==> config.mk <==
export PLATFORM = sky130hd
export DESIGN_NAME = resistive_touch_sampler_core
export DESIGN_NICKNAME = d
export VERILOG_FILES = /design/src/design/rts_pkg.sv /design/src/design/rts_divider.sv /design/src/design/rts_sequencer.sv /design/src/design/rts_scaler.sv /design/src/design/resistive_touch_sampler_core.sv
export SDC_FILE = /design/constraint.sdc
export NUM_CORES = 1
export LEC_CHECK = 0
export BUFFER_PORTS_ARGS = -buffer_cell sky130_fd_sc_hd__buf_4
export CORE_MARGIN = 5
export CORE_UTILIZATION = 58
export DETAILED_ROUTE_END_ITERATION = 10
export MAX_ROUTING_LAYER = met4
export PLACE_DENSITY = 0.85
export RECOVER_POWER = 100
export SLEW_MARGIN = 20
export SYNTH_ARGS = -nofsm -noshare
export SYNTH_HDL_FRONTEND = slang
export SYNTH_SLANG_ARGS = --single-unit
==> constraint.sdc <==
create_clock -name clk -period 8.9 [get_ports clk]
set_clock_uncertainty 0.05 [all_clocks]
set_input_delay 1.78 -clock clk [delete_from_list [all_inputs] [get_ports clk]]
set_output_delay 1.78 -clock clk [all_outputs]
set_load 0.01 [all_outputs]
==> src/design/rts_pkg.sv <==
package rts_pkg;

  localparam int CFG_W           = 12;
  localparam int COORD_W         = 10;
  localparam int REG_IDX_W       = 3;
  localparam int SAMPLE_BITS_DEF = 12;

  // Conversion framing in ticks: eight command bits take two ticks each,
  // then one busy clock, then the read clocks.
  localparam int CMD_PHASE_TICKS = 16;
  localparam int READ_START      = 18;

  localparam logic [7:0] CMD_READ_Y = 8'h90;
  localparam logic [7:0] CMD_READ_X = 8'hD0;

  localparam logic [COORD_W-1:0] COORD_MAX = 10'd1023;

  localparam logic [REG_IDX_W-1:0] REG_CAL_X_MIN   = 3'd0;
  localparam logic [REG_IDX_W-1:0] REG_CAL_X_MAX   = 3'd1;
  localparam logic [REG_IDX_W-1:0] REG_CAL_Y_MIN   = 3'd2;
  localparam logic [REG_IDX_W-1:0] REG_CAL_Y_MAX   = 3'd3;
  localparam logic [REG_IDX_W-1:0] REG_AGREE_LIMIT = 3'd4;
  localparam logic [REG_IDX_W-1:0] REG_SCREEN_W    = 3'd5;
  localparam logic [REG_IDX_W-1:0] REG_SCREEN_H    = 3'd6;

  localparam logic [CFG_W-1:0]   RST_CAL_X_MIN   = 12'd0;
  localparam logic [CFG_W-1:0]   RST_CAL_X_MAX   = 12'd4095;
  localparam logic [CFG_W-1:0]   RST_CAL_Y_MIN   = 12'd0;
  localparam logic [CFG_W-1:0]   RST_CAL_Y_MAX   = 12'd4095;
  localparam logic [CFG_W-1:0]   RST_AGREE_LIMIT = 12'd10;
  localparam logic [COORD_W-1:0] RST_SCREEN_W    = 10'd240;
  localparam logic [COORD_W-1:0] RST_SCREEN_H    = 10'd320;

  typedef struct packed {
    logic pen_low;
    logic adc_dout;
  } rts_in_t;

  typedef struct packed {
    logic               chip_select_n;
    logic               serial_clock;
    logic               serial_din;
    logic               point_done;
    logic               point_valid;
    logic [COORD_W-1:0] screen_x;
    logic [COORD_W-1:0] screen_y;
  } rts_out_t;

  typedef struct packed {
    logic cs_n;
    logic sclk;
    logic din;
  } rts_pins_t;

  typedef struct packed {
    logic [CFG_W-1:0]   x_min;
    logic [CFG_W-1:0]   x_max;
    logic [CFG_W-1:0]   y_min;
    logic [CFG_W-1:0]   y_max;
    logic [CFG_W-1:0]   agree_limit;
    logic [COORD_W-1:0] width;
    logic [COORD_W-1:0] height;
  } rts_cfg_t;

  // One microcode word per conversion tick
  typedef struct packed {
    logic cs_n;
    logic sclk;
    logic din_we;
    logic din;
    logic shift;
    logic store;
    logic store_x;
    logic last;
  } rts_ctrl_t;

  typedef struct packed {
    logic busy;
    logic fin;
    logic valid;
  } rts_scl_stat_t;

  // Control word for conversion tick c, p ticks per command.
  function automatic rts_ctrl_t rts_ucode_word(input int c, input int p);
    rts_ctrl_t  w;
    int         k;
    logic [7:0] cmd;
    w   = '0;
    k   = c;
    cmd = CMD_READ_Y;
    if (c == 2 * p) begin
      // release select, take last X bit
      w.cs_n    = 1'b1;
      w.shift   = 1'b1;
      w.store   = 1'b1;
      w.store_x = 1'b1;
      w.last    = 1'b1;
    end else begin
      if (c >= p) begin
        k   = c - p;
        cmd = CMD_READ_X;
      end
      if (k < CMD_PHASE_TICKS) begin
        if ((k & 1) == 0) begin
          w.din_we = 1'b1;
          w.din    = cmd[7 - (k >> 1)];
        end else begin
          w.sclk = 1'b1;
        end
      end else begin
        w.sclk = ((k & 1) == 0);
      end
      if (k >= READ_START + 2 && (k & 1) == 0) w.shift = 1'b1;
      // last Y bit lands on the first tick of the X command
      if (c == p) begin
        w.shift = 1'b1;
        w.store = 1'b1;
      end
    end
    return w;
  endfunction

endpackage

==> src/design/rts_divider.sv <==
module rts_divider import rts_pkg::*; #(
  parameter int NUM_W = 22,
  parameter int DEN_W = 12
) (
  input  logic             clk,
  input  logic             rst_n,
  input  logic             start,
  input  logic [NUM_W-1:0] num,
  input  logic [DEN_W-1:0] den,
  output logic             done,
  output logic [NUM_W-1:0] quot
);

  localparam int CNT_W = $clog2(NUM_W + 1);

  logic [DEN_W-1:0] rem_r;
  logic [NUM_W-1:0] quo_r;
  logic [CNT_W-1:0] cnt_r;
  logic             run_r;
  logic             done_r;

  logic [DEN_W:0]   trial;
  logic [DEN_W:0]   diff;
  logic             ge;
  logic [DEN_W-1:0] rem_nxt;

  // restoring, one quotient bit per cycle
  assign trial   = {rem_r, quo_r[NUM_W-1]};
  assign ge      = (trial >= {1'b0, den});
  assign diff    = trial - {1'b0, den};
  assign rem_nxt = ge ? diff[DEN_W-1:0] : trial[DEN_W-1:0];

  always_ff @(posedge clk) begin
    if (!rst_n) begin
      run_r  <= 1'b0;
      done_r <= 1'b0;
      cnt_r  <= '0;
    end else begin
      done_r <= 1'b0;
      if (start) begin
        run_r <= 1'b1;
        cnt_r <= CNT_W'(NUM_W);
      end else if (run_r) begin
        cnt_r <= cnt_r - 1'b1;
        if (cnt_r == CNT_W'(1)) begin
          run_r  <= 1'b0;
          done_r <= 1'b1;
        end
      end
    end
  end

  always_ff @(posedge clk) begin
    if (start) begin
      quo_r <= num;
      rem_r <= '0;
    end else if (run_r) begin
      quo_r <= {quo_r[NUM_W-2:0], ge};
      rem_r <= rem_nxt;
    end
  end

  assign done = done_r;
  assign quot = quo_r;

endmodule

==> src/design/rts_sequencer.sv <==
module rts_sequencer import rts_pkg::*; #(
  parameter int SAMPLE_BITS = SAMPLE_BITS_DEF
) (
  input  logic                            clk,
  input  logic                            rst_n,
  input  logic                            tick,
  input  rts_in_t                         in_data,
  output rts_pins_t                       pins,
  output rts_pins_t                       pins_nxt,
  output logic                            acq_end,
  output logic [3:0][SAMPLE_BITS-1:0]     raw
);

  localparam int CMD_TICKS = READ_START + 2 * SAMPLE_BITS;
  localparam int CONV_LAST = 2 * CMD_TICKS;
  localparam int UPC_W     = $clog2(CONV_LAST + 1);

  rts_ctrl_t rom [CONV_LAST+1];

  for (genvar gi = 0; gi <= CONV_LAST; gi++) begin : g_rom
    assign rom[gi] = rts_ucode_word(gi, CMD_TICKS);
  end

  logic [UPC_W-1:0]               upc_r;
  logic                           conv_r;
  logic                           busy_r;
  logic [SAMPLE_BITS-1:0]         shift_r;
  logic [SAMPLE_BITS-1:0]         shift_nxt;
  logic [3:0][SAMPLE_BITS-1:0]    raw_r;
  rts_pins_t                      pins_r;
  rts_ctrl_t                      cw;
  logic                           active;

  assign cw        = rom[upc_r];
  // idle sequencer starts on the tick that sees the pen down
  assign active    = tick && (busy_r || !in_data.pen_low);
  assign shift_nxt = {shift_r[SAMPLE_BITS-2:0], in_data.adc_dout};

  always_comb begin
    pins_nxt = pins_r;
    if (active) begin
      pins_nxt.cs_n = cw.cs_n;
      pins_nxt.sclk = cw.sclk;
      if (cw.din_we) pins_nxt.din = cw.din;
    end
  end

  always_ff @(posedge clk) begin
    if (!rst_n) begin
      upc_r   <= '0;
      conv_r  <= 1'b0;
      busy_r  <= 1'b0;
      shift_r <= '0;
      pins_r  <= '{cs_n: 1'b1, sclk: 1'b0, din: 1'b1};
    end else if (active) begin
      pins_r <= pins_nxt;
      if (cw.shift) begin
        if (cw.store) shift_r <= '0;
        else          shift_r <= shift_nxt;
      end
      if (cw.last) begin
        // jump back for the second conversion, or stop
        upc_r  <= '0;
        conv_r <= ~conv_r;
        busy_r <= ~conv_r;
      end else begin
        upc_r  <= upc_r + 1'b1;
        busy_r <= 1'b1;
      end
    end
  end

  // Y1, X1, Y2, X2
  always_ff @(posedge clk) begin
    if (active && cw.shift && cw.store) raw_r[{conv_r, cw.store_x}] <= shift_nxt;
  end

  assign acq_end = active && cw.last && conv_r;
  assign pins    = pins_r;
  assign raw     = raw_r;

endmodule

==> src/design/rts_scaler.sv <==
module rts_scaler import rts_pkg::*; #(
  parameter int SAMPLE_BITS = SAMPLE_BITS_DEF
) (
  input  logic                        clk,
  input  logic                        rst_n,
  input  logic                        start,
  input  logic                        out_free,
  input  rts_cfg_t                    cfg,
  input  logic [3:0][SAMPLE_BITS-1:0] raw,
  output rts_scl_stat_t               stat,
  output logic [COORD_W-1:0]          screen_x,
  output logic [COORD_W-1:0]          screen_y
);

  localparam int CW = (SAMPLE_BITS > CFG_W) ? SAMPLE_BITS : CFG_W;
  localparam int NW = COORD_W + CW;

  localparam logic [2:0] S_IDLE  = 3'd0;
  localparam logic [2:0] S_CHECK = 3'd1;
  localparam logic [2:0] S_MUL   = 3'd2;
  localparam logic [2:0] S_START = 3'd3;
  localparam logic [2:0] S_DIV   = 3'd4;
  localparam logic [2:0] S_DONE  = 3'd5;

  logic [2:0]             state_r;
  logic                   axis_r;
  logic                   valid_r;
  logic [SAMPLE_BITS-1:0] avg_x_r;
  logic [SAMPLE_BITS-1:0] avg_y_r;
  logic [NW-1:0]          num_r;
  logic [CFG_W-1:0]       den_r;
  logic [COORD_W-1:0]     lp_x_r;
  logic [COORD_W-1:0]     lp_y_r;

  logic [SAMPLE_BITS-1:0] y1, x1, y2, x2;
  logic [SAMPLE_BITS-1:0] dx, dy;
  logic [SAMPLE_BITS:0]   sum_x, sum_y;
  logic [SAMPLE_BITS-1:0] ax, ay;
  logic                   agree, above, accept;

  logic [SAMPLE_BITS-1:0] sel_avg;
  logic [CFG_W-1:0]       sel_lo, sel_hi;
  logic [COORD_W-1:0]     sel_size;
  logic                   span_ok;
  logic [CW-1:0]          offs;
  logic [NW-1:0]          prod;

  logic                   div_done;
  logic [NW-1:0]          quot;
  logic [COORD_W-1:0]     q_sat;

  assign y1 = raw[0];
  assign x1 = raw[1];
  assign y2 = raw[2];
  assign x2 = raw[3];

  assign dx     = (x1 > x2) ? x1 - x2 : x2 - x1;
  assign dy     = (y1 > y2) ? y1 - y2 : y2 - y1;
  assign sum_x  = {1'b0, x1} + {1'b0, x2};
  assign sum_y  = {1'b0, y1} + {1'b0, y2};
  assign ax     = sum_x[SAMPLE_BITS:1];
  assign ay     = sum_y[SAMPLE_BITS:1];
  assign agree  = (CW'(dx) < CW'(cfg.agree_limit)) && (CW'(dy) < CW'(cfg.agree_limit));
  assign above  = (CW'(ax) > CW'(cfg.x_min)) && (CW'(ay) > CW'(cfg.y_min));
  assign accept = agree && above;

  assign sel_avg  = axis_r ? avg_y_r    : avg_x_r;
  assign sel_lo   = axis_r ? cfg.y_min  : cfg.x_min;
  assign sel_hi   = axis_r ? cfg.y_max  : cfg.x_max;
  assign sel_size = axis_r ? cfg.height : cfg.width;
  assign span_ok  = (sel_hi > sel_lo);
  // average is known to lie above the minimum here
  assign offs     = CW'(sel_avg) - CW'(sel_lo);
  assign prod     = NW'(sel_size) * NW'(offs);

  rts_divider #(
    .NUM_W (NW),
    .DEN_W (CFG_W)
  ) u_div (
    .clk   (clk),
    .rst_n (rst_n),
    .start (state_r == S_START),
    .num   (num_r),
    .den   (den_r),
    .done  (div_done),
    .quot  (quot)
  );

  assign q_sat = (|quot[NW-1:COORD_W]) ? COORD_MAX : quot[COORD_W-1:0];

  always_ff @(posedge clk) begin
    if (!rst_n) begin
      state_r <= S_IDLE;
      axis_r  <= 1'b0;
      valid_r <= 1'b0;
      lp_x_r  <= '0;
      lp_y_r  <= '0;
    end else begin
      case (state_r)
        S_IDLE: begin
          if (start) state_r <= S_CHECK;
        end
        S_CHECK: begin
          valid_r <= accept;
          axis_r  <= 1'b0;
          state_r <= accept ? S_MUL : S_DONE;
        end
        S_MUL: begin
          if (span_ok) begin
            state_r <= S_START;
          end else begin
            // flat calibration span saturates
            if (axis_r) begin
              lp_y_r  <= COORD_MAX;
              state_r <= S_DONE;
            end else begin
              lp_x_r <= COORD_MAX;
              axis_r <= 1'b1;
            end
          end
        end
        S_START: begin
          state_r <= S_DIV;
        end
        S_DIV: begin
          if (div_done) begin
            if (axis_r) begin
              lp_y_r  <= q_sat;
              state_r <= S_DONE;
            end else begin
              lp_x_r  <= q_sat;
              axis_r  <= 1'b1;
              state_r <= S_MUL;
            end
          end
        end
        S_DONE: begin
          if (out_free) state_r <= S_IDLE;
        end
        default: state_r <= S_IDLE;
      endcase
    end
  end

  always_ff @(posedge clk) begin
    if (state_r == S_CHECK) begin
      avg_x_r <= ax;
      avg_y_r <= ay;
    end
    if (state_r == S_MUL) begin
      num_r <= prod;
      den_r <= sel_hi - sel_lo;
    end
  end

  assign stat.busy  = (state_r != S_IDLE);
  assign stat.fin   = (state_r == S_DONE);
  assign stat.valid = valid_r;
  assign screen_x   = lp_x_r;
  assign screen_y   = lp_y_r;

endmodule

==> src/design/resistive_touch_sampler_core.sv <==
// channel   direction  payload     transfers
// in_       input      rts_in_t    one pin sample per tick
// out_      output     rts_out_t   pin levels and point status, one per tick
// cfg_      input      index/data  calibration and scale registers
//
// Each input transaction is one tick; the result sits in an output register, and
// the next tick is taken only when that register is empty or being taken.
// The last tick of an acquisition runs the check and the shared one-bit-a-cycle
// divider for both axes, X first and then Y.
// Reset (rst_n low, synchronous) returns the sequencer to idle and the registers
// to their defaults; raw samples hold no defined value until an acquisition.
// in_ready drops while the output register is full and not taken, and during scaling.
module resistive_touch_sampler_core import rts_pkg::*; #(
  parameter int SAMPLE_BITS = SAMPLE_BITS_DEF
) (
  input  logic                 clk,
  input  logic                 rst_n,
  input  logic                 in_valid,
  output logic                 in_ready,
  input  rts_in_t              in_data,
  output logic                 out_valid,
  input  logic                 out_ready,
  output rts_out_t             out_data,
  input  logic                 cfg_valid,
  output logic                 cfg_ready,
  input  logic [REG_IDX_W-1:0] cfg_index,
  input  logic [CFG_W-1:0]     cfg_data
);

  rts_cfg_t                    cfg_r;
  rts_pins_t                   pins;
  rts_pins_t                   pins_nxt;
  logic                        acq_end;
  logic [3:0][SAMPLE_BITS-1:0] raw;
  rts_scl_stat_t               stat;
  logic [COORD_W-1:0]          screen_x;
  logic [COORD_W-1:0]          screen_y;

  logic                        out_valid_r;
  rts_out_t                    out_data_r;
  rts_out_t                    out_data_nxt;
  logic                        out_free;
  logic                        tick;
  logic                        load_tick;
  logic                        load_fin;

  assign cfg_ready = 1'b1;

  always_ff @(posedge clk) begin
    if (!rst_n) begin
      cfg_r.x_min       <= RST_CAL_X_MIN;
      cfg_r.x_max       <= RST_CAL_X_MAX;
      cfg_r.y_min       <= RST_CAL_Y_MIN;
      cfg_r.y_max       <= RST_CAL_Y_MAX;
      cfg_r.agree_limit <= RST_AGREE_LIMIT;
      cfg_r.width       <= RST_SCREEN_W;
      cfg_r.height      <= RST_SCREEN_H;
    end else if (cfg_valid && cfg_ready) begin
      case (cfg_index)
        REG_CAL_X_MIN:   cfg_r.x_min       <= cfg_data;
        REG_CAL_X_MAX:   cfg_r.x_max       <= cfg_data;
        REG_CAL_Y_MIN:   cfg_r.y_min       <= cfg_data;
        REG_CAL_Y_MAX:   cfg_r.y_max       <= cfg_data;
        REG_AGREE_LIMIT: cfg_r.agree_limit <= cfg_data;
        REG_SCREEN_W:    cfg_r.width       <= cfg_data[COORD_W-1:0];
        REG_SCREEN_H:    cfg_r.height      <= cfg_data[COORD_W-1:0];
        default: ;
      endcase
    end
  end

  assign out_free = !out_valid_r || out_ready;
  assign in_ready = !stat.busy && out_free;
  assign tick     = in_valid && in_ready;

  rts_sequencer #(
    .SAMPLE_BITS (SAMPLE_BITS)
  ) u_seq (
    .clk      (clk),
    .rst_n    (rst_n),
    .tick     (tick),
    .in_data  (in_data),
    .pins     (pins),
    .pins_nxt (pins_nxt),
    .acq_end  (acq_end),
    .raw      (raw)
  );

  rts_scaler #(
    .SAMPLE_BITS (SAMPLE_BITS)
  ) u_scl (
    .clk      (clk),
    .rst_n    (rst_n),
    .start    (acq_end),
    .out_free (out_free),
    .cfg      (cfg_r),
    .raw      (raw),
    .stat     (stat),
    .screen_x (screen_x),
    .screen_y (screen_y)
  );

  // final tick's transaction is held back until the point is scaled
  assign load_tick = tick && !acq_end;
  assign load_fin  = stat.fin && out_free;

  always_comb begin
    out_data_nxt.chip_select_n = pins_nxt.cs_n;
    out_data_nxt.serial_clock  = pins_nxt.sclk;
    out_data_nxt.serial_din    = pins_nxt.din;
    out_data_nxt.point_done    = 1'b0;
    out_data_nxt.point_valid   = 1'b0;
    out_data_nxt.screen_x      = screen_x;
    out_data_nxt.screen_y      = screen_y;
    if (load_fin) begin
      out_data_nxt.chip_select_n = pins.cs_n;
      out_data_nxt.serial_clock  = pins.sclk;
      out_data_nxt.serial_din    = pins.din;
      out_data_nxt.point_done    = 1'b1;
      out_data_nxt.point_valid   = stat.valid;
    end
  end

  always_ff @(posedge clk) begin
    if (!rst_n) begin
      out_valid_r <= 1'b0;
    end else if (load_tick || load_fin) begin
      out_valid_r <= 1'b1;
    end else if (out_ready) begin
      out_valid_r <= 1'b0;
    end
  end

  always_ff @(posedge clk) begin
    if (load_tick || load_fin) out_data_r <= out_data_nxt;
  end

  assign out_valid = out_valid_r;
  assign out_data  = out_data_r;

endmodule
* After elaboration in Yosys (flattened, before gate mapping)
Memories as Yosys holds them, arrays and structs flattened. Index checks and enable logic that the tools add are counted.
Storage, ports and cells: flip-flop bits (word level) 301, bits in read-only memories 1024, input bits 22, output and inout bits 28, memories 1
Cells by class: add/sub/neg operators 11, $mul 1, $lt $le $gt $ge 11, eq/ne operators 21, muxes and demuxes 50, bitwise logic cells 4, reduce and logical (&&, ||, !) cells 43
Memories:
- (name not given) | words 128, width 8, rd ports 1, clocked after memory_dff 0, wr ports 0, RTL line rts_sequencer.sv:34 | assign cw = rom[upc_r];
Operators by type and width (number):
- 2-to-1 mux 10 bit | 10
- 2-to-1 mux 12 bit | 7
- subtractor 12 bit | 7
- greater-than comparator 12 bit | 5
- bitwise mux 48 bit | 1
- 2-to-1 mux 22 bit | 2
- case mux 10 bit (2 select lines) | 2
- adder 12 x 12 -> 13 bit | 2
- demux 12 bit (select 2 bit) | 1
- less-than comparator 12 bit | 2
- 2-to-1 mux 3 bit | 8
- multiplier 10 x 12 -> 22 bit | 1
- case mux 3 bit (6 select lines) | 1
- AND reduction 2 bit | 9
- 2-to-1 mux 8 bit | 2
- equality test 3 bit, second input constant | 5
- 2-to-1 mux 5 bit | 3
- >= comparator 13 x 12 -> 1 bit | 1
- logical AND 1 bit | 13
- equality test 3 x 2 -> 1 bit, second input constant | 4
- OR reduction 12 bit | 1
- 2-to-1 mux 11 bit | 1
- 2-to-1 mux 1 bit | 10
- != test 2 bit, second input constant | 5
- other kinds (23) | 38

* Longest topological paths before layout
Gate-level depths: netlist of the first run.
depth in word-level cells 11, mapped depth 34, mapped depth without buffers 30

* By module
From an unflattened synthesis of the first run, not the netlist that was laid out.
Unflattened totals: cell total of the unflattened synthesis 2237, area total of the unflattened synthesis 21625.7 um^2
Modules (own cells, without submodules):
- rts_scaler | times used 1, cells an instance 1435, area each 12662.1 um^2, sequential area each 2242.2 um^2
- resistive_touch_sampler_core | times used 1, cells an instance 353, area each 3672.3 um^2, sequential area each 2372.3 um^2
- rts_sequencer | times used 1, cells an instance 210, area each 2755.1 um^2, sequential area each 1901.8 um^2
- rts_divider | times used 1, cells an instance 239, area each 2536.2 um^2, sequential area each 1041.0 um^2

* Worst setup path after synthesis of the first run
Ideal clock, no wire load.
path type reg-to-reg, start reg u_scl.axis_r, end reg u_scl.num_r[21] (data pin), setup time 0.260 ns, arrival 8.255 ns, data required time 8.590 ns, path slack 0.335 ns, cell stages (with the launch flop) 33, path buffers 4, period minus slack after synthesis 8.565 ns, cell sequence dfxtp_1 > buf_2 > buf_2 > buf_1 > clkbuf_1 > mux2i_1 > ha_1 > inv_1 > fa_1 > a21o_1 > a21oi_2 > o21bai_1 > a21oi_2 > o21ai_2 > a2111oi_2 > a2111oi_4 > nand2b_1 > fa_1 > inv_1 > fa_1 > fa_1 > fa_1 > inv_1 > fa_1 > inv_1 > ha_1 > nor2b_1 > o21ai_0 > a311oi_1 > a2111oi_0 > o21bai_1 > a21oi_1 > xnor2_1
On the way: word-level cells in the longest chain between the ends 3, elaborated cells on any way between the ends 5, those cells by class add/sub (1); mul (1); mux (3)
Ends and longest elaborated chain:
- start: declaration | RTL line rts_scaler.sv:26 | logic axis_r;
- start signal: assignment | RTL line rts_scaler.sv:94 | axis_r <= 1'b0;
- start signal: assignment | RTL line rts_scaler.sv:105 | axis_r <= 1'b0;
- start signal: assignment | RTL line rts_scaler.sv:118 | axis_r <= 1'b1;
- 2-to-1 mux 12 bit (on tied branches) | RTL line rts_scaler.sv:67, rts_scaler.sv:68
- subtractor 12 bit | RTL line rts_scaler.sv:73 | assign offs = CW'(sel_avg) - CW'(sel_lo);
- multiplier 10 x 12 -> 22 bit * | RTL line rts_scaler.sv:74 | assign prod = NW'(sel_size) * NW'(offs);
- via u_scl.prod[21] | RTL line rts_scaler.sv:46 | logic [NW-1:0] prod;
- end signal: assignment | RTL line rts_scaler.sv:151 | num_r <= prod;
- end: declaration | RTL line rts_scaler.sv:30 | logic [NW-1:0] num_r;
Mark *: on every way through the listed nets, which the timed path passes. The rest lies on a longest branch. A chain may end at the register's enable or synchronous reset.

* Worst setup path after layout of the first run
Same ends and word-level chain as after synthesis.

==> results by group, run 1 <==
Setup path
  • R2r endpoint: u_scl.num_r[21]
  • Crit start category: flip-flop
  • R2r worst-path depth: 28
  • Delay of the slowest critical-path stage: 0.60 ns
  • Setup slack, reg-to-reg: 0.52 ns
  • Crit Path Max Fanout: 27
  • Bufs and invs on worst path: 4
  • Max stage delay cell, worst path: dfxtp_4
  • Endpoint class of the critical path: flip-flop
  • R2R Path Start: u_scl.axis_r
  • Delay-heaviest family, CP: adder cells
  • CP dominant cell by count: fa_1
  • Worst Path Required: 9.16 ns
  • Kind of critical path: flip-flop to flip-flop
  • Critical Path AT: 8.64 ns

Clocking
  • Cts bufs inserted: 31
  • CTS clk-pin slew, worst paths: 0.06 ns
  • Clock tree sinks: 301
  • Clock buffer depth: 3
  • Hold-fix buffers, CTS: 0
  • Setup bufs post-CTS: 0
  • CTS tree: yes
  • Clk root buf: clkbuf_16
  • Worst-skew pair later-pin latency: 0.57 ns
  • H-tree depth: 1

Synth
  • Post-Syn Area: 20960 um2
  • Post-synth EDFFs: 153
  • Synth warnings: 0
  • Syn nets: 2541
  • Most used DFF post-synth: edfxtp_1
  • Sequential area share after synthesis: 36.06%
  • Post-synthesis register bit count: 301
  • Synth async-reset ratio: 0%
  • Cells after synthesis: 2217
  • Mapped Avg Cell Area: 9.453 um2
  • Post-synthesis cell type count: 79

Hold path
  • Hold Crit Depth: 0
  • Endpoint, Worst Hold: out_data[6]
  • Worst min path class: flip-flop to flip-flop
  • Worst hold start: u_scl.screen_y[6]

Timing
  • Slew HR: -164.7%
  • Final setup vio count: 0
  • Final hold vios: 0
  • Setup TNS: 0 ns
  • Slew Viols, Final: 199
  • Worst Tran Pin Value: 3.970 ns
  • Fmax: 119.3 MHz
  • Unrepaired setup endpoints after global routing: false
  • Final setup margin: 0.5188 ns
  • Final min period: 8.381 ns
  • Tcrit/Tclk final: 94.17%
  • Worst hold slack: 0.3790 ns

Global route
  • GRT Residual Overflow: 0
  • First-pass GRT wire length: 80050 um
  • Tot GR Track Use: 25.24%
  • Largest net degree at the start of global routing: 86
  • Initial antenna violation count: 0
  • Vias in the first global route: 16120

Layout
  • Final core occ: 63.14%
  • Layout Nets: 2550
  • N_diodes: 0
  • Area growth from synthesis to layout: 7.427%
  • Share of cells above drive strength 1: 6.978%
  • Fillers: 2803

Detailed routing
  • Total Routed Length: 49280 um
  • Vias per std cell: 5.921
  • Post-DRT Antenna Nets: 0
  • Pre-Repair DR Iteration Count: 6
  • Wire per inst: 18.18 um
  • Residual DRC count: 0
  • Via count: 16050
  • 1st-iter DRT viols: 1258

Die
  • Die area: 40030 um2
  • Core Box Area: 35660 um2
  • Initial Util: 58.77%
  • Horiz. Die Dim: 200.1 um
  • Num rows: 69
  • Die extent in y: 200.1 um
  • Num ports: 50

Pwr
  • IR drop worst, VDD: 0.3701 mV
  • Power per cell area: 297.6 nW/um2
  • Leak: 9.363 nW

Placed design
  • IO Port Bufs: 48
  • Dpl ws: 0.3782 ns
  • Final GP Congestion: 0.9982
  • DP HPWL: 37650 um

Run status
  • Status: finished with violations
  • Violated checks: capacitance limit, slew limit

Flow run
  • Maxcap violations: 4
==> synthesized netlist by cell type (13+ instances only) <==
library cell	number	area [um2]
inv_1	232	870.8
o21bai_1	19	142.6
nor2_1	158	593.1
nor3_1	29	145.1
dfxtp_1	148	2963
xor2_1	21	183.9
edfxtp_1	153	4594
nand4_1	26	162.7
nand2b_1	36	225.2
mux2_2	54	608.1
clkbuf_1	57	214.0
ha_1	215	2690
fa_1	87	1742
a21oi_1	165	825.8
a21o_1	41	307.8
buf_2	13	65.06
a211oi_1	30	225.2
o211ai_1	14	105.1
mux2i_1	44	440.4
o21ai_0	51	255.2
nor2b_1	42	262.8
nand3_1	68	340.3
nand2_1	261	979.7
xnor2_1	77	674.4
==> cell type report <==
cell class	instances	area [um2]	share of cell area (%)
inverters	233	874.6	3.885
clock buffers	40	830.8	3.690
multi-input cells	1593	12140	53.91
clock inverters	17	176.4	0.7836
flip-flops and latches	301	7561	33.59
well taps	461	576.8	2.562
repair buffers	66	356.6	1.584
==> routing by layer <==
metal	GRT usage (%)	up-vias	part of all wire, %
met3	3.458	160	6.2
met1	30.02	7681	40
met4	9.811	0	4.3
met5	-	-	0
li1	-	7613	-
met2	43.59	598	50
==> cells by family (layout without fill, tap and decap cells) <==
logic type | after synthesis | after routing | share of synthesized area, %
other | 1 | 1 | 0.01789
xor gates and xnor gates | 98 | 98 | 4.096
muxes | 100 | 100 | 5.123
adders and majority gates | 302 | 302 | 21.15
and+or+nand+nor | 684 | 684 | 15.06
AOI/OAI and AO/OA | 408 | 408 | 12.45
DFF | 301 | 301 | 36.06
buffers and inverters | 323 | 356 | 6.036
==> cells in the final DEF, fill, tap and decap left out, drive strengths merged, types with 11 or more instances in the layout <==
| cell | netlist | final |
|---|---|---|
| mux2 | 55 | 55 |
| or2 | 13 | 13 |
| clkbuf | 59 | 78 |
| o21a | 12 | 12 |
| a21o | 41 | 41 |
| o211ai | 14 | 14 |
| buf | 31 | 28 |
| mux2i | 45 | 45 |
| inv | 233 | 233 |
| ha | 215 | 215 |
| xor2 | 21 | 21 |
| a21oi | 168 | 168 |
| edfxtp | 153 | 153 |
| fa | 87 | 87 |
| nor3 | 30 | 30 |
| o21ai | 57 | 57 |
| clkinv | 0 | 13 |
| and2 | 11 | 11 |
| dfxtp | 148 | 148 |
| nand3 | 68 | 68 |
| nand2 | 262 | 262 |
| xnor2 | 77 | 77 |
| nand4 | 26 | 26 |
| o21bai | 19 | 19 |
| nor2b | 42 | 42 |
| a211oi | 30 | 30 |
| nand2b | 37 | 37 |
| nor2 | 158 | 158 |
==> registers in the layout, indices dropped and copies added (netlist names) <==
register           count
cfg_r                 80
u_seq.conv_r           1
u_scl.screen_y        10
u_scl.screen_x        10
out_data              25
u_seq.shift_r         11
u_scl.state_r          3
u_scl.num_r           22
u_scl.u_div.cnt_r      5
u_scl.den_r           12
u_scl.u_div.run_r      1
u_scl.axis_r           1
u_seq.busy_r           1
u_scl.u_div.rem_r     12
u_scl.valid_r          1
u_scl.u_div.done       1
u_seq.raw             48
u_seq.upc_r            7
u_scl.u_div.quot      22
u_scl.avg_y_r         12
u_scl.avg_x_r         12
out_valid              1
u_seq.pins             3
==> worst reg2reg max path: cells and delay by family (launching register included) <==
family          cells  cell delay, ns
buf+inv             4            0.25
simple gates        3            0.62
mux                 1            0.33
fa+ha+maj           8            3.42
flops               1            0.60
compound gates     11            2.77
xor+xnor            1            0.09
==> metrics by stage <==
stage / cell area (um2) / power, W / std cells
2_1_floorplan: 20960 / 0.004645 / 2217
3_3_place_gp: 21640 / 0.005222 / 2654
3_5_place_dp: 21660 / 0.005406 / 2654
4_1_cts: 22660 / 0.006741 / 2711
5_1_grt: 22510 / 0.007283 / 2711
6_report: 22510 / 0.006700 / 2711
==> how the worst max path moves through the flow <==
stage / startpoint / to / cells after the start
final: u_scl.axis_r / u_scl.num_r[21] / 28
after CTS: u_scl.axis_r / u_scl.num_r[21] / 28
after global routing: u_scl.axis_r / u_scl.num_r[21] / 28
after floorplan: u_scl.axis_r / u_scl.num_r[21] / 32
after detailed placement: u_scl.axis_r / u_scl.num_r[21] / 28
after global placement: u_scl.axis_r / u_scl.num_r[21] / 28
==> repair_timing <==
| item | in CTS | in global routing |
|---|---|---|
| hold endpoints to repair | 0 | 0 |
| gates resized for setup | 0 | 1 |
| endpoints found under the setup margin | 0 | 1 |
==> where the power goes <==
group | internal [W] | total, W | switching (W)
clock | 0.000747 | 0.00128 | 0.000537
sequential | 0.00173 | 0.00178 | 0.0000498
combinational | 0.00157 | 0.00364 | 0.00207
Note: power is estimated with default switching activity, not from simulation.
==> inputs of run 2 (changes only) <==
Settings changed: CELL_PAD_IN_SITES_DETAIL_PLACEMENT from default to 1, CELL_PAD_IN_SITES_GLOBAL_PLACEMENT from default to 1, CORE_UTILIZATION 58 to 46.
==> results by group, run 2 (synthesis gave the netlist of run 1 again) <==
Timing
  • Fmax: 121.0 MHz (+1.4%)
  • Worst Tran Pin Value: 3.228 ns (-0.7426 ns)
  • Slew HR: -115.2% (+50 points)
  • Final min period: 8.264 ns (-0.1174 ns)
  • Tcrit/Tclk final: 92.85% (-1.3 points)
  • Slew Viols, Final: 228 (+15%)
  • Unrepaired setup endpoints after global routing: false
  • Setup TNS: 0 ns (unchanged)
  • Final setup vio count: 0 (unchanged)
  • Final hold vios: 0 (unchanged)

Layout
  • Register Area: 7559 um2 (about the same)
  • Fin cells: 2853 (+5.2%)
  • Max reg flops: 80 (unchanged)
  • Most frequent cells in the layout: 261 x nand2_1, 233 x inv_1, 215 x ha_1
  • Final core occ: 50.12% (-13 points)
  • Most common cell after layout, fill and taps aside: nand2_1
  • Share of cells above drive strength 1: 7.102% (+0.12 points)
  • Most flops, register: cfg_r
  • Cell area after layout: 22650 um2 (+0.61%)
  • Layout Nets: 2553 (+0.12%)
  • N_diodes: 0 (unchanged)
  • Area growth from synthesis to layout: 8.078%
  • Area of the multi-input gates: 12120 um2 (-0.13%)
  • Fillers: 5188 (+85%)

Hold path
  • Worst min path class: flip-flop to flip-flop

Placed design
  • Final GP Congestion: 0.8995 (-9.9%)
  • DP HPWL: 45030 um (+20%)
  • Area post-placement: 21860 um2 (+0.93%)
  • Cell Count Post-Placement: 2797 (+5.4%)
  • IO Port Bufs: 48 (unchanged)

Clocking
  • Clock tree sinks: 301 (unchanged)
  • Clk root buf: clkbuf_16
  • Hold-fix buffers, CTS: 0 (unchanged)
  • Worst-skew pair later-pin latency: 0.58 ns (about the same)
  • CTS tree: yes
  • Cts bufs inserted: 30 (-3.2%)
  • CTS clk-pin slew, worst paths: 0.07 ns (about the same)
  • Clock buffer depth: 3 (unchanged)
  • H-tree depth: 1 (unchanged)
  • Setup bufs post-CTS: 0 (unchanged)

Pwr
  • Clock share of power: 18.6% (-0.6 points)
  • Leak: 9.333 nW (-0.33%)
  • Power share of the sequential group: 26.3% (-0.2 points)
  • Sw Share: 40.87% (+1.2 points)
  • IR drop worst, VDD: 0.5169 mV (+40%)
  • Final Power: 0.006780 W (+1.2%)
  • Power per cell area: 299.3 nW/um2 (+0.58%)
  • Internal: 0.004009 W (-0.88%)
  • Gate power share: 55.1% (+0.8 points)
  • NetSw: 0.002771 W (+4.4%)

Flow run
  • Maxcap violations: 6 (+2)

Detailed routing
  • Vias per std cell: 5.688 (-3.9%)
  • Wire per inst: 20.69 um (+14%)
  • Post-DRT Antenna Nets: 0 (unchanged)
  • Residual DRC count: 0 (unchanged)
  • Via count: 16230 (+1.1%)
  • Total Routed Length: 59020 um (+20%)
  • 1st-iter DRT viols: 904 (-28%)
  • Pre-Repair DR Iteration Count: 7 (+1)

Die
  • Die extent in y: 223.4 um (+12%)
  • Num ports: 50 (unchanged)
  • Die area: 49930 um2 (+25%)
  • Core Box Area: 45190 um2 (+27%)
  • Num rows: 78 (+13%)
  • Initial Util: 46.38% (-12 points)
  • Horiz. Die Dim: 223.4 um (+12%)

Setup path
  • CP dominant cell by count: fa_1
  • Critical Path AT: 8.56 ns (-0.08 ns)
  • Endpoint class of the critical path: flip-flop
  • Delay of the slowest critical-path stage: 0.63 ns (+0.03 ns)
  • Kind of critical path: flip-flop to flip-flop
  • Crit start category: flip-flop
  • Max stage delay cell, worst path: dfxtp_2
  • Crit Path Max Fanout: 19 (-30%)
  • Worst Path Required: 9.20 ns (+0.04 ns)

Global route
  • Initial antenna violation count: 0 (unchanged)
  • Vias in the first global route: 17890 (+11%)
  • First-pass GRT wire length: 94760 um (+18%)
  • Tot GR Track Use: 23.83% (-1.4 points)
  • GRT Residual Overflow: 0 (unchanged)
  • Largest net degree at the start of global routing: 65 (-24%)

Run status
  • Violated checks: capacitance limit, slew limit
  • Status: finished with violations
==> run 2: changes by cell type in the layout (fill, tap and decap cells not counted), moves of 2 or more <==
cell,before,now
clkinv_1,5,0
mux2i_1,39,44
mux2i_2,6,1
clkbuf_8,0,4
bufinv_16,3,1
clkbuf_16,32,30
clkinv_2,4,6
clkinv_4,4,2
clkinvlp_4,1,3
==> run 2: cell type report <==
class | instances | area share [%]
sequential | 301 | 33.37
clock inverter | 15 | 0.5745
tap | 600 | 3.315
inverter | 233 | 3.861
clock buffer | 41 | 3.674
timing repair buffer | 70 | 1.690
multi-input combinational | 1593 | 53.51
==> run 2: path summary, 6_finish.rpt <==
check | cells past startpoint | slack (ns) | end | start
worst max-delay path | 28 | 0.64 | u_scl.num_r[21] | u_scl.axis_r
worst min register to register | 0 | 0.39 | out_data[11] | u_scl.screen_x[1]
worst max register to register | 28 | 0.64 | u_scl.num_r[21] | u_scl.axis_r
worst min-delay path | 0 | 0.39 | out_data[11] | u_scl.screen_x[1]
==> run 2: critical path: cells and delay by family (launching register included) <==
family                   cells  cell delay [ns]
flip-flops                   1             0.63
adder cells (fa/ha/maj)      8             3.42
AO/OA/AOI/OAI               11             2.64
XOR/XNOR                     1             0.12
AND/OR/NAND/NOR              3             0.59
buffers and inverters        4             0.24
multiplexers                 1             0.33
==> run 2: metal layers <==
layer  routed length, um  track usage (%)  up-vias
met4                2210            8.221        0
met3                1657            2.513      141
met1               24270            27.24     8185
met5                   0                -        -
met2               30880            43.47      304
li1                    -                -     7598
==> run 2: power by group through the flow <==
stage	registers (W)	clock network [W]	logic, W
floorplan	0.00180	0	0.00285
global placement	0.00180	0	0.00350
detailed placement	0.00181	0	0.00372
CTS	0.00178	0.00128	0.00380
global route	0.00179	0.00134	0.00427
finish	0.00178	0.00126	0.00374
==> run 2: what timing repair did <==
action | 4_1_cts | 5_1_grt
hold endpoints to repair | 0 | 0
endpoints found under the setup margin | 0 | 1
gates resized for setup | 0 | 1
==> run 2: through the flow <==
stage / hold WS, ns / setup slack (ns)
final: 0.3861 / 0.6362
after global routing: 0.4029 / 0.0007043
after CTS: 0.3845 / 0.5285
after detailed placement: 0.3676 / 0.6070
after global placement: 0.3655 / 0.8210
after floorplan: 0.3590 / 0.3346
